==> config.mk <==
export PLATFORM = sky130hd
export DESIGN_NAME = morphing_clock_digit_drawer_unit
export DESIGN_NICKNAME = d
export VERILOG_FILES = /design/src/rtl/mcdd_pkg.sv /design/src/rtl/mcdd_ctrl.sv /design/src/rtl/mcdd_dp.sv /design/src/rtl/morphing_clock_digit_drawer_unit.sv
export SDC_FILE = /design/constraint.sdc
export NUM_CORES = 1
export LEC_CHECK = 0
export BUFFER_PORTS_ARGS = -buffer_cell sky130_fd_sc_hd__buf_2
export CORE_MARGIN = 2
export CORE_UTILIZATION = 45
export CTS_BUF_LIST = sky130_fd_sc_hd__clkbuf_4
export DETAILED_ROUTE_END_ITERATION = 12
export SLEW_MARGIN = 20
export SYNTH_ARGS = -nofsm -noshare
export SYNTH_HDL_FRONTEND = slang
export SYNTH_SLANG_ARGS = --single-unit
==> constraint.sdc <==
create_clock -name clk -period 6.6 [get_ports clk]
set_input_delay 0.33 -clock clk [delete_from_list [all_inputs] [get_ports clk]]
set_output_delay 0.33 -clock clk [all_outputs]
set_load 0.02 [all_outputs]
==> src/rtl/mcdd_pkg.sv <==
// Shared types, codes and lookup functions for the morphing clock digit drawer.
// Used by mcdd_ctrl, mcdd_dp and the top level; depends on nothing.
`default_nettype none
package mcdd_pkg;

  localparam int COLOR_WIDTH_DEF = 16;
  localparam int NUM_DIGITS      = 6;
  localparam int DIG_W           = 3;
  localparam int POS_W           = 7;

  localparam logic [1:0] KIND_UPD    = 2'd0;
  localparam logic [1:0] KIND_TICK   = 2'd1;
  localparam logic [1:0] KIND_REINIT = 2'd2;

  localparam logic [1:0] OP_PIX  = 2'd0;
  localparam logic [1:0] OP_LINE = 2'd1;
  localparam logic [1:0] OP_BG   = 2'd2;

  localparam logic [3:0] SEG_LEN = 4'd5;

  typedef struct packed {
    logic [1:0] op;
    logic [3:0] dx;
    logic [3:0] dy;
    logic [3:0] lx;
    logic [3:0] ly;
    logic       er;
  } cmd_t;

  typedef struct packed {
    logic [2:0]     cnt;
    cmd_t [6:0]     c;
  } frame_t;

  typedef struct packed {
    logic latch_upd;
    logic reinit;
    logic start_init;
    logic start_frame;
    logic advance;
    logic emit;
    logic frame_end;
  } ctrl_cmd_t;

  typedef struct packed {
    logic busy;
    logic init_done;
    logic cand_valid;
    logic cand_last;
    logic out_free;
  } dp_stat_t;

  function automatic logic [POS_W-1:0] col_x(input logic [DIG_W-1:0] d);
    case (d)
      3'd0: col_x = 7'd0;
      3'd1: col_x = 7'd8;
      3'd2: col_x = 7'd24;
      3'd3: col_x = 7'd32;
      3'd4: col_x = 7'd47;
      3'd5: col_x = 7'd55;
      default: col_x = 7'd0;
    endcase
  endfunction

  function automatic logic [6:0] digit_segs(input logic [3:0] v);
    case (v)
      4'd0: digit_segs = 7'h3F;
      4'd1: digit_segs = 7'h06;
      4'd2: digit_segs = 7'h5B;
      4'd3: digit_segs = 7'h4F;
      4'd4: digit_segs = 7'h66;
      4'd5: digit_segs = 7'h6D;
      4'd6: digit_segs = 7'h7D;
      4'd7: digit_segs = 7'h07;
      4'd8: digit_segs = 7'h7F;
      4'd9: digit_segs = 7'h6F;
      default: digit_segs = 7'h00;
    endcase
  endfunction

  function automatic cmd_t mk(input logic [1:0] op, input logic [3:0] x, input logic [3:0] y,
                              input logic [3:0] lx, input logic [3:0] ly, input logic er);
    cmd_t c;
    c.op = op; c.dx = x; c.dy = y; c.lx = lx; c.ly = ly; c.er = er;
    return c;
  endfunction

  function automatic cmd_t pix(input logic [3:0] x, input logic [3:0] y, input logic er);
    return mk(OP_PIX, x, y, 4'd0, 4'd0, er);
  endfunction

  function automatic cmd_t vl(input logic [3:0] x, input logic [3:0] y, input logic er);
    return mk(OP_LINE, x, y, 4'd0, SEG_LEN, er);
  endfunction

  function automatic cmd_t seg_geo(input logic [2:0] s);
    case (s)
      3'd0: seg_geo = mk(OP_LINE, 4'd2, 4'd13, SEG_LEN, 4'd0, 1'b0);
      3'd1: seg_geo = mk(OP_LINE, 4'd7, 4'd8, 4'd0, SEG_LEN, 1'b0);
      3'd2: seg_geo = mk(OP_LINE, 4'd7, 4'd2, 4'd0, SEG_LEN, 1'b0);
      3'd3: seg_geo = mk(OP_LINE, 4'd2, 4'd1, SEG_LEN, 4'd0, 1'b0);
      3'd4: seg_geo = mk(OP_LINE, 4'd1, 4'd2, 4'd0, SEG_LEN, 1'b0);
      3'd5: seg_geo = mk(OP_LINE, 4'd1, 4'd8, 4'd0, SEG_LEN, 1'b0);
      3'd6: seg_geo = mk(OP_LINE, 4'd2, 4'd7, SEG_LEN, 4'd0, 1'b0);
      default: seg_geo = mk(OP_LINE, 4'd0, 4'd0, 4'd0, 4'd0, 1'b0);
    endcase
  endfunction

  function automatic logic [2:0] frame_count(input logic [3:0] v);
    if (v == 4'd0 || v == 4'd4 || v == 4'd5) frame_count = 3'd5;
    else frame_count = 3'd6;
  endfunction

  // One animation frame of target digit v, commands packed from slot 0.
  function automatic frame_t morph_frame(input logic [3:0] v, input logic [2:0] i);
    frame_t     f;
    logic [3:0] ii;
    f  = '0;
    ii = {1'b0, i};
    case (v)
      4'd0: begin
        f.c[0] = pix(4'd6 - ii, 4'd7, 1'b1);
        f.c[1] = pix(4'd1, 4'd6 - ii, 1'b0);
        f.c[2] = pix(4'd7, 4'd12 - ii, 1'b0);
        f.cnt  = 3'd3;
      end
      4'd1, 4'd7: begin
        f.c[0] = vl(4'd1 + ii, 4'd8, 1'b1);
        f.c[1] = vl(4'd2 + ii, 4'd8, 1'b0);
        f.c[2] = vl(4'd1 + ii, 4'd2, 1'b1);
        f.c[3] = vl(4'd2 + ii, 4'd2, 1'b0);
        f.c[4] = pix(4'd2 + ii, 4'd1, 1'b1);
        f.c[5] = pix(4'd2 + ii, 4'd7, 1'b1);
        f.c[6] = pix(4'd2 + ii, 4'd13, 1'b1);
        f.cnt  = (v == 4'd1) ? 3'd7 : 3'd6;
      end
      4'd2: begin
        if (ii < SEG_LEN) begin
          f.c[0] = pix(4'd6 - ii, 4'd13, 1'b0);
          f.c[1] = pix(4'd6 - ii, 4'd7, 1'b0);
          f.c[2] = pix(4'd6 - ii, 4'd1, 1'b0);
          f.c[3] = vl(4'd7 - ii, 4'd2, 1'b1);
          f.c[4] = vl(4'd6 - ii, 4'd2, 1'b0);
          f.cnt  = 3'd5;
        end else begin
          f.c[0] = vl(4'd7 - ii, 4'd2, 1'b1);
          f.c[1] = vl(4'd6 - ii, 4'd2, 1'b0);
          f.cnt  = 3'd2;
        end
      end
      4'd3, 4'd9: begin
        f.c[0] = vl(4'd1 + ii, 4'd2, 1'b1);
        f.c[1] = vl(4'd2 + ii, 4'd2, 1'b0);
        f.cnt  = 3'd2;
      end
      4'd4: begin
        f.c[0] = pix(4'd6 - ii, 4'd13, 1'b1);
        f.c[1] = pix(4'd1, 4'd12 - ii, 1'b0);
        f.c[2] = pix(4'd2 + ii, 4'd1, 1'b1);
        f.cnt  = 3'd3;
      end
      4'd5: begin
        f.c[0] = pix(4'd7, 4'd8 + ii, 1'b1);
        f.c[1] = pix(4'd6 - ii, 4'd1, 1'b0);
        f.c[2] = pix(4'd6 - ii, 4'd13, 1'b0);
        f.cnt  = 3'd3;
      end
      4'd6: begin
        f.c[0] = vl(4'd6 - ii, 4'd2, 1'b0);
        f.c[1] = vl(4'd7 - ii, 4'd2, 1'b1);
        f.cnt  = (ii != 4'd0) ? 3'd2 : 3'd1;
      end
      4'd8: begin
        if (ii == 4'd0) begin
          f.c[0] = vl(4'd6, 4'd2, 1'b0);
          f.c[1] = vl(4'd6, 4'd8, 1'b0);
          f.c[2] = pix(4'd6, 4'd7, 1'b0);
          f.c[3] = pix(4'd6, 4'd1, 1'b0);
          f.cnt  = 3'd4;
        end else begin
          f.c[0] = vl(4'd6 - ii, 4'd2, 1'b0);
          f.c[1] = vl(4'd7 - ii, 4'd2, 1'b1);
          f.c[2] = vl(4'd6 - ii, 4'd8, 1'b0);
          f.c[3] = vl(4'd7 - ii, 4'd8, 1'b1);
          f.c[4] = pix(4'd6 - ii, 4'd7, 1'b0);
          f.c[5] = pix(4'd6 - ii, 4'd1, 1'b0);
          f.cnt  = (ii < SEG_LEN) ? 3'd6 : 3'd4;
        end
      end
      default: f = '0;
    endcase
    return f;
  endfunction

  // Tens and ones of a value below 64, by a compare chain.
  function automatic logic [7:0] split10(input logic [5:0] val);
    logic [3:0] t;
    logic [5:0] r;
    if (val >= 6'd60)      t = 4'd6;
    else if (val >= 6'd50) t = 4'd5;
    else if (val >= 6'd40) t = 4'd4;
    else if (val >= 6'd30) t = 4'd3;
    else if (val >= 6'd20) t = 4'd2;
    else if (val >= 6'd10) t = 4'd1;
    else                   t = 4'd0;
    r = val - ({2'b00, t} * 6'd10);
    return {t, r[3:0]};
  endfunction

endpackage
`default_nettype wire

==> src/rtl/mcdd_ctrl.sv <==
// Sequencing state machine of the clock drawer: takes input beats and steps
// the datapath through a full redraw or one animation frame. Uses mcdd_pkg.
`default_nettype none
module mcdd_ctrl (
  input  wire                     clk,
  input  wire                     rst,
  input  wire                     in_valid,
  output logic                    in_ready,
  input  wire [1:0]               kind,
  input  mcdd_pkg::dp_stat_t      stat,
  output mcdd_pkg::ctrl_cmd_t     cmd
);
  import mcdd_pkg::*;

  localparam logic [1:0] ST_IDLE  = 2'd0;
  localparam logic [1:0] ST_INIT  = 2'd1;
  localparam logic [1:0] ST_FRAME = 2'd2;

  logic [1:0] state, state_next;

  always_ff @(posedge clk) begin
    if (rst) state <= ST_IDLE;
    else state <= state_next;
  end

  always_comb begin
    state_next = state;
    cmd        = '0;
    in_ready   = 1'b0;
    case (state)
      ST_IDLE: begin
        in_ready = 1'b1;
        if (in_valid) begin
          if (kind == KIND_UPD && !stat.busy) begin
            cmd.latch_upd = 1'b1;
            if (!stat.init_done) begin
              cmd.start_init = 1'b1;
              state_next     = ST_INIT;
            end
          end else if (kind == KIND_TICK && stat.busy) begin
            cmd.start_frame = 1'b1;
            state_next      = ST_FRAME;
          end else if (kind == KIND_REINIT) begin
            cmd.reinit = 1'b1;
          end
        end
      end
      ST_INIT: begin
        // skip unlit segments, otherwise wait for a free output slot
        if (!stat.cand_valid) begin
          cmd.advance = 1'b1;
        end else if (stat.out_free) begin
          cmd.emit    = 1'b1;
          cmd.advance = 1'b1;
          if (stat.cand_last) state_next = ST_IDLE;
        end
      end
      ST_FRAME: begin
        if (stat.cand_valid && stat.out_free) begin
          cmd.emit    = 1'b1;
          cmd.advance = 1'b1;
          if (stat.cand_last) begin
            cmd.frame_end = 1'b1;
            state_next    = ST_IDLE;
          end
        end
      end
      default: state_next = ST_IDLE;
    endcase
  end

endmodule
`default_nettype wire

==> src/rtl/mcdd_dp.sv <==
// Datapath of the clock drawer: digit state, animation queue, command
// generation and the output register. Uses mcdd_pkg.
`default_nettype none
module mcdd_dp #(
  parameter int COLOR_WIDTH = mcdd_pkg::COLOR_WIDTH_DEF
) (
  input  wire                     clk,
  input  wire                     rst,
  input  mcdd_pkg::ctrl_cmd_t     cmd,
  output mcdd_pkg::dp_stat_t      stat,
  input  wire                     cfg_valid,
  input  wire [6:0]               cfg_data,
  input  wire [4:0]               hours,
  input  wire [5:0]               minutes,
  input  wire [5:0]               seconds,
  input  wire [15:0]              draw_color,
  output logic                    out_valid,
  input  wire                     out_ready,
  output logic [1:0]              op,
  output logic [6:0]              pos_x,
  output logic [6:0]              pos_y,
  output logic [3:0]              len_x,
  output logic [3:0]              len_y,
  output logic                    erase,
  output logic [15:0]             color_out,
  output logic                    last
);
  import mcdd_pkg::*;

  localparam logic [15:0] COLOR_MASK =
    (COLOR_WIDTH >= 16) ? 16'hFFFF : 16'((32'd1 << COLOR_WIDTH) - 32'd1);

  logic [6:0]             row_base;
  logic [3:0]             shown [NUM_DIGITS];
  logic                   init_done;
  logic [NUM_DIGITS-1:0]  pending;
  logic [2:0]             frame_idx;
  logic [15:0]            latched_color;
  logic                   mode_init;
  logic [1:0]             ph;
  logic [DIG_W-1:0]       dig;
  logic [2:0]             seg;

  logic [3:0]             dg [NUM_DIGITS];
  logic [7:0]             sp_h, sp_m, sp_s;
  logic [DIG_W-1:0]       hp;
  logic [3:0]             hp_val, init_val;
  logic [6:0]             init_segs, segs_above;
  frame_t                 fr;
  cmd_t                   cand;
  logic                   cand_valid, cand_last;
  logic [DIG_W-1:0]       cand_dig;
  logic [2:0]             fi_inc;

  assign sp_h  = split10(6'(hours));
  assign sp_m  = split10(minutes);
  assign sp_s  = split10(seconds);
  assign dg[0] = sp_h[7:4];
  assign dg[1] = sp_h[3:0];
  assign dg[2] = sp_m[7:4];
  assign dg[3] = sp_m[3:0];
  assign dg[4] = sp_s[7:4];
  assign dg[5] = sp_s[3:0];

  always_comb begin
    hp = '0;
    for (int d = 0; d < NUM_DIGITS; d++) begin
      if (pending[d]) hp = DIG_W'(d);
    end
  end

  assign hp_val     = shown[hp];
  assign init_val   = shown[dig];
  assign init_segs  = digit_segs(init_val);
  assign segs_above = (init_segs >> seg) >> 1;
  assign fr         = morph_frame(hp_val, frame_idx);
  assign fi_inc     = frame_idx + 3'd1;

  always_comb begin
    if (mode_init) begin
      cand_dig = dig;
      if (ph != 2'd2) begin
        cand       = mk(OP_BG, 4'd0, 4'd0, 4'd0, 4'd0, 1'b0);
        cand_valid = 1'b1;
        cand_last  = 1'b0;
      end else begin
        cand       = seg_geo(seg);
        cand_valid = init_segs[seg];
        cand_last  = (dig == DIG_W'(NUM_DIGITS - 1)) && (segs_above == 7'd0);
      end
    end else begin
      cand_dig   = hp;
      cand       = fr.c[seg];
      cand_valid = seg < fr.cnt;
      cand_last  = seg == (fr.cnt - 3'd1);
    end
  end

  assign stat.busy       = pending != '0;
  assign stat.init_done  = init_done;
  assign stat.cand_valid = cand_valid;
  assign stat.cand_last  = cand_last;
  assign stat.out_free   = !out_valid || out_ready;

  always_ff @(posedge clk) begin
    if (rst) begin
      row_base      <= '0;
      init_done     <= 1'b0;
      pending       <= '0;
      frame_idx     <= '0;
      latched_color <= '0;
      mode_init     <= 1'b0;
      ph            <= '0;
      dig           <= '0;
      seg           <= '0;
      out_valid     <= 1'b0;
      for (int d = 0; d < NUM_DIGITS; d++) shown[d] <= '0;
    end else begin
      if (cfg_valid) row_base <= cfg_data;
      if (cmd.reinit) begin
        init_done <= 1'b0;
        pending   <= '0;
        frame_idx <= '0;
      end
      if (cmd.latch_upd) begin
        latched_color <= draw_color;
        frame_idx     <= '0;
        init_done     <= 1'b1;
        for (int d = 0; d < NUM_DIGITS; d++) begin
          shown[d] <= dg[d];
          if (init_done && shown[d] != dg[d]) pending[d] <= 1'b1;
        end
      end
      if (cmd.start_init || cmd.start_frame) begin
        mode_init <= cmd.start_init;
        ph        <= '0;
        dig       <= '0;
        seg       <= '0;
      end else if (cmd.advance) begin
        if (!mode_init) begin
          seg <= seg + 3'd1;
        end else if (ph != 2'd2) begin
          ph <= ph + 2'd1;
        end else if (seg == 3'd6) begin
          seg <= '0;
          dig <= dig + DIG_W'(1);
        end else begin
          seg <= seg + 3'd1;
        end
      end
      // finish the frame: retire the digit once its animation is over
      if (cmd.frame_end) begin
        if (fi_inc >= frame_count(hp_val)) begin
          pending[hp] <= 1'b0;
          frame_idx   <= '0;
        end else begin
          frame_idx <= fi_inc;
        end
      end
      if (cmd.emit) out_valid <= 1'b1;
      else if (out_ready) out_valid <= 1'b0;
    end
  end

  always_ff @(posedge clk) begin
    if (cmd.emit) begin
      op        <= cand.op;
      len_x     <= cand.lx;
      len_y     <= cand.ly;
      erase     <= cand.er;
      last      <= cand_last;
      color_out <= latched_color & COLOR_MASK;
      if (cand.op == OP_BG) begin
        pos_x <= 7'(ph);
        pos_y <= '0;
      end else begin
        pos_x <= col_x(cand_dig) + 7'(cand.dx);
        pos_y <= row_base + 7'(cand.dy);
      end
    end
  end

endmodule
`default_nettype wire

==> src/rtl/morphing_clock_digit_drawer_unit.sv <==
// Morphing clock digit drawer: one item at a time. A first time update emits
// 2 background beats and walks up to 42 segment slots, one a cycle; a tick
// emits its frame's 1 to 7 commands one per cycle.
// Output stalls hold the sequencer in place.
// Reset (rst, synchronous) clears digits, queue, color and row_base to zero.
`default_nettype none
module morphing_clock_digit_drawer_unit #(
  parameter int COLOR_WIDTH = mcdd_pkg::COLOR_WIDTH_DEF
) (
  input  wire         clk,
  input  wire         rst,
  input  wire         cfg_valid,
  output logic        cfg_ready,
  input  wire [6:0]   cfg_data,
  input  wire         in_valid,
  output logic        in_ready,
  input  wire [1:0]   kind,
  input  wire [4:0]   hours,
  input  wire [5:0]   minutes,
  input  wire [5:0]   seconds,
  input  wire [15:0]  draw_color,
  output logic        out_valid,
  input  wire         out_ready,
  output logic [1:0]  op,
  output logic [6:0]  pos_x,
  output logic [6:0]  pos_y,
  output logic [3:0]  len_x,
  output logic [3:0]  len_y,
  output logic        erase,
  output logic [15:0] color_out,
  output logic        last
);
  import mcdd_pkg::*;

  ctrl_cmd_t cmd;
  dp_stat_t  stat;

  assign cfg_ready = 1'b1;

  mcdd_ctrl u_ctrl (
    .clk      (clk),
    .rst      (rst),
    .in_valid (in_valid),
    .in_ready (in_ready),
    .kind     (kind),
    .stat     (stat),
    .cmd      (cmd)
  );

  mcdd_dp #(.COLOR_WIDTH(COLOR_WIDTH)) u_dp (
    .clk        (clk),
    .rst        (rst),
    .cmd        (cmd),
    .stat       (stat),
    .cfg_valid  (cfg_valid),
    .cfg_data   (cfg_data),
    .hours      (hours),
    .minutes    (minutes),
    .seconds    (seconds),
    .draw_color (draw_color),
    .out_valid  (out_valid),
    .out_ready  (out_ready),
    .op         (op),
    .pos_x      (pos_x),
    .pos_y      (pos_y),
    .len_x      (len_x),
    .len_y      (len_y),
    .erase      (erase),
    .color_out  (color_out),
    .last       (last)
  );

`ifndef ASSERT_OFF
  a_emit_free: assert property (@(posedge clk) disable iff (rst)
    cmd.emit |-> stat.out_free)
    else $error("command loaded while output beat still held");

  a_reinit_clears: assert property (@(posedge clk) disable iff (rst)
    (in_valid && in_ready && kind == KIND_REINIT) |=> (!stat.busy && !stat.init_done))
    else $error("reinit left animation queue or init flag set");

  a_ready_quiet: assert property (@(posedge clk) disable iff (rst)
    in_ready |-> !cmd.emit)
    else $error("command emitted while accepting input");
`endif

endmodule
`default_nettype wire
* Yosys cells after proc, flatten, opt, wreduce, memory -nomap -nowiden
Memories as Yosys holds them, arrays and structs flattened. A register that Yosys moved wholly into a read port is not among the register bits. Cells that the tools add are included. Widths: inputs -> output; s select.
Storage, ports and cells: output and inout port bits 45, bits in registers 87, memory bits (read-only) 112, memories 2, memory bits (writable) 24
Cells by class: add/subtract/negate cells 16, reductions and logical operators 36, eq/ne operators 41, shifts and indexed selects 1, bitwise operators 9, multiplexer cells 121, magnitude comparators 24, multipliers 3
Memory list:
- (name not given) | words 16, bits a word 7, rd ports 1, clocked after Yosys merged registers in 0, wr ports 0, line mcdd_pkg.sv:66 | case (v)
- u_dp.shown | words 6, bits a word 4, rd ports 8, clocked after Yosys merged registers in 1, wr ports 6, line mcdd_dp.sv:34 | logic [3:0] shown [NUM_DIGITS];
Operator list (number):
- $pmux 38 s8 | 1
- $pmux 19 s6 | 1
- $pmux 38 s3 | 1
- $pmux 16 s7 | 1
- $mux 4 | 23
- $mux 75 | 1
- $bmux 19 s3 | 1
- $mux 19 | 3
- $mux 56 | 1
- $mux 3 | 17
- $mux 1 | 39
- $mux 37 | 1
- $ge 6x6->1 const B | 6
- $mux 36 | 1
- $pmux 17 s2 | 1
- $mux 2 | 15
- $mux 6 | 5
- $pmux 6 s5 | 1
- $ge 6x5->1 const B | 4
- $ne 4x4->1 | 6
- $eq 3x3->1 const B | 6
- $ge 5x6->1 const B | 3
- $pmux 3 s6 | 1
- $mux 17 | 1
- other kinds (58) | 111

* Longest topological paths before layout
Gate-level depths: netlist of run 1. An unclocked memory read counts as a cell.
depth in word-level cells 20, mapped depth 21, depth with buffers taken out 20

* By module
A second synthesis of run 1 with hierarchy kept.
Unflattened totals: cell total of the unflattened synthesis 936, area, all modules 8064.0 um^2
Modules (own cells, without submodules):
- mcdd_dp | area an instance 7788.7 um^2, times used 1, cells each 899
- mcdd_ctrl | area an instance 264.0 um^2, times used 1, cells each 35
- morphing_clock_digit_drawer_unit | area an instance 11.3 um^2, times used 1, cells each 2

* Worst setup path after synthesis of run 1
OpenSTA, ideal clock, no wires.
path kind register to register, start point register u_dp.pending[5], end point register u_dp.color_out[0] (enable), period minus slack after synthesis 6.084 ns, setup slack 0.516 ns, library setup time 0.474 ns, data required time 6.126 ns, stages on the path, launching flop included 16, arrival 5.610 ns, cells stage by stage dfxtp_1 -> buf_1 -> o41ai_1 -> or2_2 -> buf_2 -> clkbuf_1 -> nor2_1 -> nor2_1 -> o22ai_1 -> a21oi_1 -> ha_1 -> nor2b_1 -> o21a_1 -> o21ai_0 -> nand2_1 -> nor3_1
RTL lines:
- start: declaration | line mcdd_dp.sv:36 | logic [NUM_DIGITS-1:0] pending;
- start signal: assignment | line mcdd_dp.sv:109 | pending <= '0;
- start signal: assignment | line mcdd_dp.sv:122 | pending <= '0;
- start signal: indexed assignment | line mcdd_dp.sv:131 | if (init_done && shown[d] != dg[d]) pending[d] <= 1'b1;
- end signal: assignment | line mcdd_dp.sv:172 | color_out <= latched_color & COLOR_MASK;
- end: declaration | line mcdd_dp.sv:25 | output logic [15:0] color_out,

* Worst setup path after layout of run 1
start point register u_dp.pending[3], end point register u_ctrl.state[1]
On the way: cells in the longest elaborated chain, start to end 14
Ends and longest elaborated chain:
- $mux 2 | line mcdd_dp.sv:68 | if (pending[d]) hp = DIG_W'(d);
- $mux 3 (2 in a row) | line mcdd_dp.sv:68
- $mem_v2 6x4
- $eq 4x3->1, or another cell as far along | line mcdd_pkg.sv:120 | case (v)
- $reduce_or 3->1 (no line), or another cell as far along
- $pmux 3 s6 | line mcdd_pkg.sv:120
- $sub 3x1->3 | line mcdd_dp.sv:95 | cand_last = seg == (fr.cnt - 3'd1);
- $eq 3x3->1 | line mcdd_dp.sv:95
- $mux 1 | line mcdd_dp.sv:80 | if (mode_init) begin
- $mux 2 (3 in a row)
- $pmux 2 s3 | line mcdd_ctrl.sv:30 | case (state)
- end signal: assignment | line mcdd_ctrl.sv:23 | else state <= state_next;
- end: declaration | line mcdd_ctrl.sv:19 | logic [1:0] state, state_next;
Parallel ways exist; a longest one is shown, timed or not. The select of a mux whose other input is x is not followed. A chain may end at the register's enable or synchronous reset.

==> results of run 1 <==
## worst max-delay path, delay by kind of cell, from the launching register on
kind / cells / cell delay, ns
AO/OA/AOI/OAI: 9 / 2.73
AND/OR/NAND/NOR: 5 / 1.01
adder cells (fa/ha/maj): 1 / 0.28
flip-flops: 1 / 0.65
multiplexers: 1 / 0.40
## final timing paths
kind | slack (ns) | cells after the start | endpoint
worst max register to register | 1.38 | 16 | u_ctrl.state[1]
worst min-delay path | 0.04 | 3 | u_dp.latched_color[13]
worst max-delay path | 1.38 | 16 | u_ctrl.state[1]
worst min register to register | 0.45 | 0 | u_dp.color_out[15]
## synthesized netlist by cell type (5+ instances only)
library cell  count
nand3_1          30
fa_1              5
and3_1            6
clkbuf_1         47
a211o_1           5
and2_1           12
a311oi_1          5
o21ai_0          64
nand2_1          90
a21o_1            9
nand4_1          11
a22oi_1           5
nand3b_1          5
inv_1            46
or3_1             5
nor4_1            5
buf_1             8
nand2b_1         12
a21oi_1          89
xnor2_1          12
o21a_1            9
xor2_1           19
a221oi_1          6
edfxtp_1         56
or2_2             9
nor2_1           73
mux2i_1          16
a21boi_0          5
mux2_2            8
ha_1             38
nor3_1           26
a211oi_1         18
o2111ai_1         7
o211ai_1          7
buf_4             8
o2bb2ai_1         5
a31oi_1          15
nor2b_1          21
dfxtp_1          48
o22ai_1           7
## through the flow
stage	utilization, %	setup slack (ns)
floorplan	-	0.516
global placement	49.0	1.64
detailed placement	49.0	1.51
CTS	50.1	1.47
global route	50.1	0.896
finish	50.1	1.38
## kinds of logic after synthesis
family                   Yosys count  synth area share (%)
other                              2                0.0933
AO/OA/AOI/OAI                    315                  26.5
flip-flops                       104                  32.8
buffers and inverters            118                  6.22
AND/OR/NAND/NOR                  319                  19.8
multiplexers                      28                  4.09
adder cells (fa/ha/maj)           43                  7.15
XOR/XNOR                          31                  3.37
## per-layer routing
| layer | routed length [um] | GRT usage (%) |
|---|---|---|
| met1 | 10500 | 35.0 |
| met2 | 9810 | 36.2 |
| met3 | 1370 | 3.83 |
| met4 | 673 | 9.01 |
| met5 | 0 | 0 |
## sequential cells by signal, summed over array words and instances (netlist names), 6 cells and up, named ones only
| signal | count |
|---|---|
| u_dp.row_base | 7 |
| u_dp.shown | 20 |
| u_dp.pos_x | 7 |
| u_dp.pending | 6 |
| u_dp.color_out | 16 |
| u_dp.pos_y | 7 |
| u_dp.latched_color | 16 |
## cells in the final DEF (no fill, tap or decap), drive strengths merged, types with 7 or more instances in the layout
| cell | Yosys | final |
|---|---|---|
| xnor2 | 12 | 12 |
| nand3 | 30 | 30 |
| o2111ai | 7 | 7 |
| edfxtp | 56 | 56 |
| a211oi | 19 | 19 |
| o211ai | 7 | 7 |
| nor2 | 73 | 73 |
| a31oi | 15 | 15 |
| inv | 47 | 49 |
| or2 | 9 | 9 |
| nand2b | 12 | 12 |
| nand4 | 11 | 11 |
| nor4 | 8 | 8 |
| clkbuf | 47 | 9 |
| mux2 | 9 | 9 |
| nor2b | 21 | 21 |
| a21oi | 89 | 89 |
| o22ai | 7 | 7 |
| o21a | 9 | 9 |
| and2 | 12 | 12 |
| a21o | 9 | 9 |
| xor2 | 19 | 19 |
| ha | 38 | 38 |
| mux2i | 16 | 16 |
| nor3 | 27 | 27 |
| nand2 | 90 | 90 |
| o21ai | 66 | 66 |
| a311oi | 9 | 9 |
| buf | 23 | 97 |
| dfxtp | 48 | 48 |
## cell type report
class	instances	area, sq um	area share, %
antenna	1	2.50	0.0287
clock buffer	9	67.6	0.774
clock inverter	7	121	1.39
inverter	48	180	2.06
multi-input combinational	741	4920	56.4
sequential	104	2640	30.3
tap	225	282	3.22
timing repair buffer	97	513	5.87
## report_power, final
part	switching, mW	total [mW]	internal [mW]	leakage, nW
registers	0.0295	0.772	0.742	0.927
logic	0.409	0.642	0.233	2.40
clock network	0.254	0.419	0.164	0.0982
==> key figures, run 1 <==
Yosys
  • Mean Syn Cell Area: 8.38 sq um
  • Dominant cell type by area after synthesis: edfxtp_1
  • Post-synth top area share: 20.9%
  • Top post-synthesis cells by area: edfxtp_1, dfxtp_1, ha_1
  • Mapped Cells: 960
  • Seq/Total Area, Yosys: 32.8%
  • Flops & latches, synth: 104
  • Main synth FF type: edfxtp_1
  • Post-synth EDFFs: 56
  • Synth async-reset ratio: 0%
  • Synth unique cells: 85
  • Synthesized area: 0.00805 sq mm
  • Syn. warnings: 0

CTS
  • # hold bufs at CTS: 0
  • Htree depth: 3
  • Num CTS Buffers: 9
  • Later-pin clock latency in the skew report: 0.50 ns
  • CTS root buf: clkbuf_4
  • Clock tree sinks: 104
  • CTS tree: built
  • Buffer count from post-CTS setup fixing: 0
  • CTS max path bufs: 2
  • CTS resizes: 0
  • Clk pin slew, worst setup/hold paths: 0.20 ns

Drt
  • Routed Antenna Nets: 0
  • Drt total wl: 22400 um
  • Via total after detailed routing: 7499
  • WL per Instance: 18.1 um
  • Initial DRT Pass Iterations: 5
  • Drt drc: 0
  • Vias per inst: 6.09
  • Starting DRT DRC Count: 872

Floorplan
  • Initial Utilization: 46.2%
  • Die ar.: 0.0190 sq mm
  • Chip height: 138 um
  • Core Area: 0.0174 sq mm
  • Die width: 138 um
  • Row cnt: 48
  • Num ports: 92

Final layout
  • Final nets: 1091
  • # fillers: 1722
  • Final instance area: 0.00873 sq mm
  • Post-Layout Cell Count: 1232
  • Synthesis-to-layout area growth: 8.54%
  • Share of cells above drive strength 1: 15.3%

Placement
  • Inst Count DP: 1215
  • PortBufs: 86
  • Area after DPL: 0.00854 sq mm
  • Post-DP HPWL: 16100 um
  • RePlAce Congestion: 0.944

Worst setup path
  • Crit path kind: flop to flop
  • Critical path data arrival time: 5.56 ns
  • Critical-path top delay cell: dfxtp_1
  • RR Startpoint: u_dp.pending[3]
  • Maximum fanout along the worst path: 19
  • CP required: 6.94 ns
  • Worst Setup SP: u_dp.pending[3]
  • CP dominant cell by count: a21oi_1
  • Cell Chain, Critical Path: a21oi_1 > a221oi_1 > or2_2 > nor2_1 > nor2_1 > o22ai_1 > a21oi_1 > ha_1 > nor2b_1 > o21a_1 > o21ai_0 > nand2_1 > o311ai_0 > mux2_2 > a31oi_1 > a21oi_1
  • Worst Setup Start Kind: flop
  • Crit-path max cell delay: 0.65 ns
  • Crit. End Element: flop

Timing
  • Worst Tran Pin Value: 1.01 ns
  • Unrepaired setup endpoints after global routing: false
  • Min Hold Slack: 0.0384 ns
  • Final Slew Violations: 0
  • Fin Clk Skew: 0.0308 ns
  • Fmax: 192 MHz
  • Relative slew slack: 32.3%
  • Final setup viols: 0
  • Final Critical Period: 5.22 ns
  • Final Cycle Share: 79.0%
  • Number of hold violations in the final report: 0
  • Final TNS setup: 0 ns

GRT
  • Largest net degree at the start of global routing: 44
  • Vias in the first global route: 6800
  • First-pass GRT wire length: 36100 um
  • Initial antenna violation count: 1
  • Gr usage total: 24.2%
  • Total congestion overflow: 0

Status
  • Outcome: finished clean

Pwr
  • Power Density: 210 mW/mm^2
  • Total power: 1.83 mW
  • VDD IR max: 136 uV
  • Leak Pwr: 3.43 nW

Min path
  • Hold crit path type: primary input to flop
  • Min-delay src: draw_color[13]

Run
  • Max-Cap Viols: 0
(Power assumes the default switching activity.)
==> run 2: changes to the inputs <==
--- a/config.mk
+++ b/config.mk
@@ -5,11 +5,13 @@
 export SDC_FILE = /design/constraint.sdc
 export NUM_CORES = 1
 export LEC_CHECK = 0
+export ABC_AREA = 1
 export BUFFER_PORTS_ARGS = -buffer_cell sky130_fd_sc_hd__buf_2
 export CORE_MARGIN = 2
 export CORE_UTILIZATION = 45
 export CTS_BUF_LIST = sky130_fd_sc_hd__clkbuf_4
 export DETAILED_ROUTE_END_ITERATION = 12
+export PLACE_DENSITY = 0.67
 export SLEW_MARGIN = 20
 export SYNTH_ARGS = -nofsm -noshare
 export SYNTH_HDL_FRONTEND = slang
==> constraint.sdc (replaced) <==
create_clock -name clk -period 4.28 [get_ports clk]
set_input_delay 0.214 -clock clk [delete_from_list [all_inputs] [get_ports clk]]
set_output_delay 0.214 -clock clk [all_outputs]
set_load 0.02 [all_outputs]
==> key figures, run 2 <==
Status
  • Outcome: finished clean

Drt
  • Vias per inst: 5.29 (-13%)
  • Routed Antenna Nets: 0 (unchanged)
  • Starting DRT DRC Count: 687 (-21%)
  • Initial DRT Pass Iterations: 7 (+2)
  • WL per Instance: 15.1 um (-17%)
  • Drt drc: 0 (unchanged)
  • Via total after detailed routing: 7739 (+3.2%)
  • Drt total wl: 22000 um (-1.5%)

Final layout
  • Final nets: 1321 (+21%)
  • Fin util: 52.3% (+2.2 points)
  • Final instance area: 0.00896 sq mm (+2.6%)
  • Most frequent cells in the layout: nand2_1, nor2_1, inv_1, nand3_1, buf_2
  • Commonest non-fill, non-tap cell in the layout: nand2_1
  • Top Registers: u_dp.shown (20), u_dp.color_out (16), u_dp.latched_color (16)
  • Share of cells above drive strength 1: 16.2% (+0.87 points)
  • Largest register FFs: 20 (unchanged)
  • Synthesis-to-layout area growth: 15.1%
  • Largest Register: u_dp.shown

Timing
  • Final Cycle Share: 91.6% (+13 points)
  • Relative slew slack: 43.3% (+11 points)
  • Number of hold violations in the final report: 0 (unchanged)
  • Fin Clk Skew: 0.0311 ns (+0.000279 ns)
  • Final Slew Violations: 0 (unchanged)
  • Fmax: 255 MHz (+33%)
  • Final Critical Period: 3.92 ns (-1.30 ns)
  • Unrepaired setup endpoints after global routing: false
  • Final setup viols: 0 (unchanged)
  • Min Hold Slack: 0.0246 ns (-0.0137 ns)
  • Worst Tran Pin Value: 0.848 ns (-0.165 ns)
  • Final TNS setup: 0 ns (unchanged)

CTS
  • Buffer count from post-CTS setup fixing: 0 (unchanged)
  • Clk pin slew, worst setup/hold paths: 0.18 ns (-0.02 ns)
  • Clock tree sinks: 104 (unchanged)
  • Htree depth: 3 (unchanged)
  • CTS max path bufs: 2 (unchanged)
  • Num CTS Buffers: 9 (unchanged)
  • CTS tree: built
  • Later-pin clock latency in the skew report: 0.50 ns (about the same)
  • CTS root buf: clkbuf_4

Worst setup path
  • Worst Setup Start Kind: flop
  • Critical-path top delay cell: dfxtp_2
  • Crit-path max cell delay: 0.41 ns (-0.24 ns)
  • CP required: 4.55 ns (-2.39 ns)
  • Crit path kind: flop to flop
  • Critical path data arrival time: 4.19 ns (-1.37 ns)
  • Cell family with most CP delay: simple AND/OR/NAND/NOR gates
  • Crit. End Element: flop
  • Maximum fanout along the worst path: 7 (-12)
  • CP Buf/Inv Count: 3 (+3)
  • CP dominant cell by count: nand2_1

Yosys
  • Post-synth EDFFs: 56 (unchanged)
  • Most frequent cell after synthesis: nand2_1
  • Flops & latches, synth: 104 (unchanged)
  • Dominant cell type by area after synthesis: edfxtp_1
  • Mapped Cells: 1110 (+16%)
  • Mean Syn Cell Area: 7.01 sq um (-16%)
  • Synth async-reset ratio: 0% (unchanged)
  • Top post-synthesis cells by area: edfxtp_1, nand2_1, dfxtp_1
  • Syn. warnings: 0 (unchanged)
  • Main synth FF type: edfxtp_1
  • Seq/Total Area, Yosys: 33.9% (+1.1 points)
  • Synth cell count leaders: nand2_1, nor2_1, inv_1
  • Synthesized area: 0.00778 sq mm (-3.3%)
  • Synth unique cells: 49 (-42%)
  • Post-synth top area share: 21.6% (+0.71 points)

Pwr
  • Combinational share of power: 49.1% (+14 points)
  • Flop pwr share: 36.8% (-5.3 points)
  • VDD IR max: 238 uV (+74%)
  • P_sw: 1.57 mW (+130%)
  • Power Density: 394 mW/mm^2 (+88%)
  • Switching share of power: 44.6% (+6.8 points)
  • Total power: 3.53 mW (+92%)
  • Leak Pwr: 4.35 nW (+27%)
  • Cell-internal power: 1.95 mW (+71%)
  • Clk pwr share: 14.1% (-8.8 points)

Placement
  • Post-DP HPWL: 16800 um (+4.2%)
  • RePlAce Congestion: 1.03 (+9.1%)
  • PortBufs: 86 (unchanged)
  • Area after DPL: 0.00856 sq mm (+0.18%)

GRT
  • Total congestion overflow: 0 (unchanged)
  • Largest net degree at the start of global routing: 47 (+6.8%)
  • Initial antenna violation count: 1 (unchanged)
  • First-pass GRT wire length: 35400 um (-1.9%)
  • Vias in the first global route: 7150 (+5.1%)
  • Gr usage total: 24.5% (+0.29 points)

Floorplan
  • Core Area: 0.0171 sq mm (-1.7%)
  • Initial Utilization: 45.5% (-0.72 points)
  • Row cnt: 48 (unchanged)
  • Die ar.: 0.0184 sq mm (-3.2%)
  • Num ports: 92 (unchanged)
  • Chip height: 136 um (-1.6%)
  • Die width: 136 um (-1.6%)

Run
  • Max-Cap Viols: 0 (unchanged)

Min path
  • Hold crit path type: primary input to flop
-- run 2: cell count changes after synthesis, sizes merged, moves of 19 or more --
cell,before,now
nand3,30,118
nand2,90,292
nor2b,21,0
inv,47,130
a211oi,19,0
nor2,73,137
clkbuf,47,17
a21oi,89,59
-- run 2: cell type report --
cell class                      instances  area (sq um)
Timing Repair Buffer                  140           913
Antenna cell                            1          2.50
Sequential cell                       104          2650
Multi-Input combinational cell        841          4480
Inverter                              135           509
Clock inverter                          5          41.3
Fill cell                            1722          8160
Clock buffer                           11          82.6
Tap cell                              225           282
-- run 2: logic make-up (layout without fill, tap and decap cells) --
| kind of cell | Yosys count | in the layout | share of synthesized area [%] |
|---|---|---|---|
| other cells | 2 | 6 | 0.0965 |
| compound gates | 171 | 171 | 12.3 |
| xor+xnor | 24 | 24 | 2.70 |
| flops | 104 | 104 | 33.9 |
| buf+inv | 168 | 291 | 8.76 |
| fa+ha+maj | 43 | 43 | 7.39 |
| mux | 2 | 2 | 0.273 |
| simple gates | 596 | 596 | 34.5 |
-- run 2: final timing paths --
kind / from / endpoint / slack [ns] / cells after the start
min: minutes[0] / u_dp.shown[3][0] / 0.02 / 3
min reg2reg: u_dp.latched_color[1] / u_dp.color_out[1] / 0.45 / 0
max: u_dp.pending[5] / u_dp.pos_y[6] / 0.36 / 26
max reg2reg: u_dp.pending[5] / u_dp.pos_y[6] / 0.36 / 26
-- run 2: through the flow --
step	std cells	setup WS, ns
6_report	1462	0.360
5_1_grt	1462	0.0428
4_1_cts	1461	0.245
3_5_place_dp	1419	0.270
3_3_place_gp	1419	0.298
2_1_floorplan	1113	0.430
-- run 2: metal layers --
| layer | part of all wire (%) | GRT usage (%) | up-vias | wire [um] |
|---|---|---|---|---|
| li1 | - | - | 3921 | - |
| met1 | 44 | 31.7 | 3443 | 9600 |
| met2 | 46 | 40.3 | 302 | 10100 |
| met3 | 6.6 | 3.82 | 73 | 1440 |
| met4 | 4.0 | 11.2 | 0 | 870 |
| met5 | 0 | 0 | - | 0 |
-- run 2: worst register-to-register path: stages (launching register included) --
cell and delay, ns:
dfxtp_2 0.41, nor2_2 0.18, nand2_2 0.10, nor2_2 0.16
nand2_1 0.09, nand2_1 0.06, nor2_1 0.04, nand2_1 0.15
nand2_2 0.11, inv_2 0.07, nand2_1 0.17, o21ai_1 0.28
nor3_1 0.08, nor2_1 0.13, nand2_1 0.06, nand2_1 0.07
o21ai_1 0.09, nand2_1 0.09, ha_1 0.17, inv_1 0.05
fa_1 0.39, o31ai_2 0.30, inv_1 0.06, nor2_1 0.13
nand2_1 0.08, o21ai_0 0.15, a21oi_1 0.06
-- run 2: what timing repair did --
| item | in CTS | in global routing |
|---|---|---|
| hold buffers | 26 | 0 |
| resized for setup | 0 | 6 |
| endpoints found under the hold margin | 23 | 0 |
| endpoints found under the setup margin | 0 | 37 |
-- run 2: power groups by stage --
stage | combinational, mW | sequential [mW] | clock (mW)
2_1_floorplan | 1.14 | 1.37 | 0
3_3_place_gp | 1.67 | 1.32 | 0
3_5_place_dp | 1.68 | 1.32 | 0
4_1_cts | 1.71 | 1.30 | 0.510
5_1_grt | 1.94 | 1.31 | 0.545
6_report | 1.73 | 1.30 | 0.499
==> run 3: changes to the inputs <==
--- a/config.mk
+++ b/config.mk
@@ -5,7 +5,6 @@
 export SDC_FILE = /design/constraint.sdc
 export NUM_CORES = 1
 export LEC_CHECK = 0
-export ABC_AREA = 1
 export BUFFER_PORTS_ARGS = -buffer_cell sky130_fd_sc_hd__buf_2
 export CORE_MARGIN = 2
 export CORE_UTILIZATION = 45
==> key figures, run 3 (synthesis gave the netlist of run 1 again) <==
Status
  • Outcome: finished clean

Timing
  • Final Critical Period: 4.14 ns (+0.217 ns)
  • Fmax: 242 MHz (-5.2%)
  • Unrepaired setup endpoints after global routing: true
  • Final Cycle Share: 96.7% (+5.1 points)
  • Final Slew Violations: 0 (unchanged)
  • Number of hold violations in the final report: 0 (unchanged)
  • Worst Tran Pin Value: 0.852 ns (+0.00400 ns)
  • Relative slew slack: 43.2% (-0.13 points)
  • Final setup viols: 0 (unchanged)
  • Final TNS setup: 0 ns (unchanged)
  • Fin Clk Skew: 0.0215 ns (-0.00964 ns)

CTS
  • CTS max path bufs: 2 (unchanged)
  • Num CTS Buffers: 9 (unchanged)
  • Clock tree sinks: 104 (unchanged)
  • Later-pin clock latency in the skew report: 0.52 ns (+0.02 ns)
  • CTS tree: built
  • Htree depth: 3 (unchanged)
  • Clk pin slew, worst setup/hold paths: 0.19 ns (about the same)
  • CTS root buf: clkbuf_4

GRT
  • Gr usage total: 25.0% (+0.54 points)
  • Vias in the first global route: 7428 (+3.9%)
  • Initial antenna violation count: 0 (-1)
  • First-pass GRT wire length: 37300 um (+5.4%)
  • Largest net degree at the start of global routing: 42 (-11%)
  • Total congestion overflow: 0 (unchanged)

Final layout
  • Top Registers: u_dp.shown (20), u_dp.color_out (16), u_dp.latched_color (16)
  • Post-Layout Cell Count: 1331 (-9.0%)
  • Largest register FFs: 20 (unchanged)
  • Fin util: 56.1% (+3.8 points)
  • Final nets: 1191 (-9.8%)
  • Inserted Diodes: 0 (-1)
  • Share of cells above drive strength 1: 24.2% (+8.1 points)
  • # fillers: 1605 (-6.8%)
  • Commonest non-fill, non-tap cell in the layout: nand2_1
  • Synthesis-to-layout area growth: 21.5%
  • Most frequent cells in the layout: nand2_1, buf_2, a21oi_1, buf_4, nor2_1
  • Largest Register: u_dp.shown

Pwr
  • Leak Pwr: 3.98 nW (-8.7%)
  • VDD IR max: 203 uV (-14%)
  • Power Density: 294 mW/mm^2 (-25%)

Floorplan
  • Initial Utilization: 46.2% (+0.72 points)
  • Die width: 138 um (+1.6%)
  • Die ar.: 0.0190 sq mm (+3.3%)
  • Core Area: 0.0174 sq mm (+1.8%)
  • Chip height: 138 um (+1.6%)
  • Row cnt: 48 (unchanged)
  • Num ports: 92 (unchanged)

Placement
  • Inst Count DP: 1281 (-9.7%)
  • RePlAce Congestion: 0.988 (-4.1%)
  • Post-DP HPWL: 17200 um (+2.6%)
  • PortBufs: 86 (unchanged)

Worst setup path
  • Worst Setup Start Kind: flop
  • Critical path data arrival time: 4.41 ns (+0.22 ns)
  • Flop2flop setup slack: 0.14 ns (-0.22 ns)
  • CP required: 4.55 ns (about the same)
  • Crit. End Element: flop
  • Crit path kind: flop to flop
  • Maximum fanout along the worst path: 5 (-2)

Run
  • Max-Cap Viols: 0 (unchanged)

Drt
  • Drt total wl: 23700 um (+7.8%)
  • Starting DRT DRC Count: 657 (-4.4%)
  • WL per Instance: 17.8 um (+18%)
  • Initial DRT Pass Iterations: 5 (-2)
  • Routed Antenna Nets: 0 (unchanged)
  • Drt drc: 0 (unchanged)
  • Via total after detailed routing: 8018 (+3.6%)
  • Vias per inst: 6.02 (+14%)

Min path
  • Hold crit path type: primary input to flop
[run 3: cell count changes in the layout (fill, tap and decap cells not counted), sizes merged, moves of 15 or more]
cell	change
buf	+57
nor2	-64
mux2i	+15
nand2	-202
a21oi	+30
nor2b	+21
nand3	-88
a211oi	+19
inv	-80
[run 3: cell type report]
cell class / instances / area [sq um] / area share, %
clock inverter: 7 / 78.8 / 0.806
multi-input combinational: 741 / 5110 / 52.3
sequential: 104 / 2650 / 27.1
timing repair buffer: 197 / 1410 / 14.4
tap: 225 / 282 / 2.88
inverter: 48 / 180 / 1.84
clock buffer: 9 / 67.6 / 0.691
[run 3: path summary, 6_finish.rpt]
| path | startpoint | to | depth (start not counted) |
|---|---|---|---|
| worst min-delay path | seconds[5] | u_dp.shown[4][2] | 3 |
| worst max register to register | u_dp.pending[2] | u_dp.pos_y[6] | 18 |
| worst max-delay path | u_dp.pending[2] | u_dp.pos_y[6] | 18 |
| worst min register to register | u_dp.latched_color[14] | u_dp.color_out[14] | 0 |
[run 3: per-stage QoR]
stage                     power, mW  worst slack, ns  area [sq um]  hold WS, ns
after floorplan                1.93           0.0377          8080        0.350
after global placement         2.25           0.0809          9110        0.411
after detailed placement       2.26         -0.00115          9110        0.417
after CTS                      2.83           0.0356          9520       0.0419
after global routing           3.04          -0.0697          9780       0.0721
final                          2.88            0.143          9780       0.0810
[run 3: report_power, final]
part / internal, mW / total [mW] / switching, mW
Clock: 0.145 / 0.546 / 0.401
Combinational: 0.472 / 1.15 / 0.674
Sequential: 1.14 / 1.19 / 0.0447
Total: 1.76 / 2.88 / 1.12
[run 3: critical path, stage by stage, from the launching register on]
cell,delay [ns]
dfxtp_4,0.39
or4_4,0.55
o21ai_4,0.20
or2_4,0.17
nand3_1,0.10
or3_4,0.41
a41o_1,0.24
a311oi_2,0.26
a211oi_2,0.09
o31ai_2,0.27
ha_2,0.22
inv_1,0.05
fa_2,0.34
nor2b_2,0.14
o21ai_0,0.09
nand2b_1,0.11
nand3_1,0.10
xor2_1,0.13
nor2_1,0.05
[run 3: layer usage]
layer | vias up | part of all wire, % | track usage [%]
met2 | 326 | 46 | 39.9
met5 | - | 0 | 0
met4 | 0 | 3.7 | 9.86
li1 | 3844 | - | -
met3 | 78 | 6.8 | 4.89
met1 | 3770 | 43 | 33.4
[run 3: what timing repair did]
item,4_1_cts,5_1_grt
hold buffers,26,0
resized for setup,1,56
endpoints found under the hold margin,26,0
pin swaps,0,19
buffers inserted,0,8
endpoints found under the setup margin,1,8
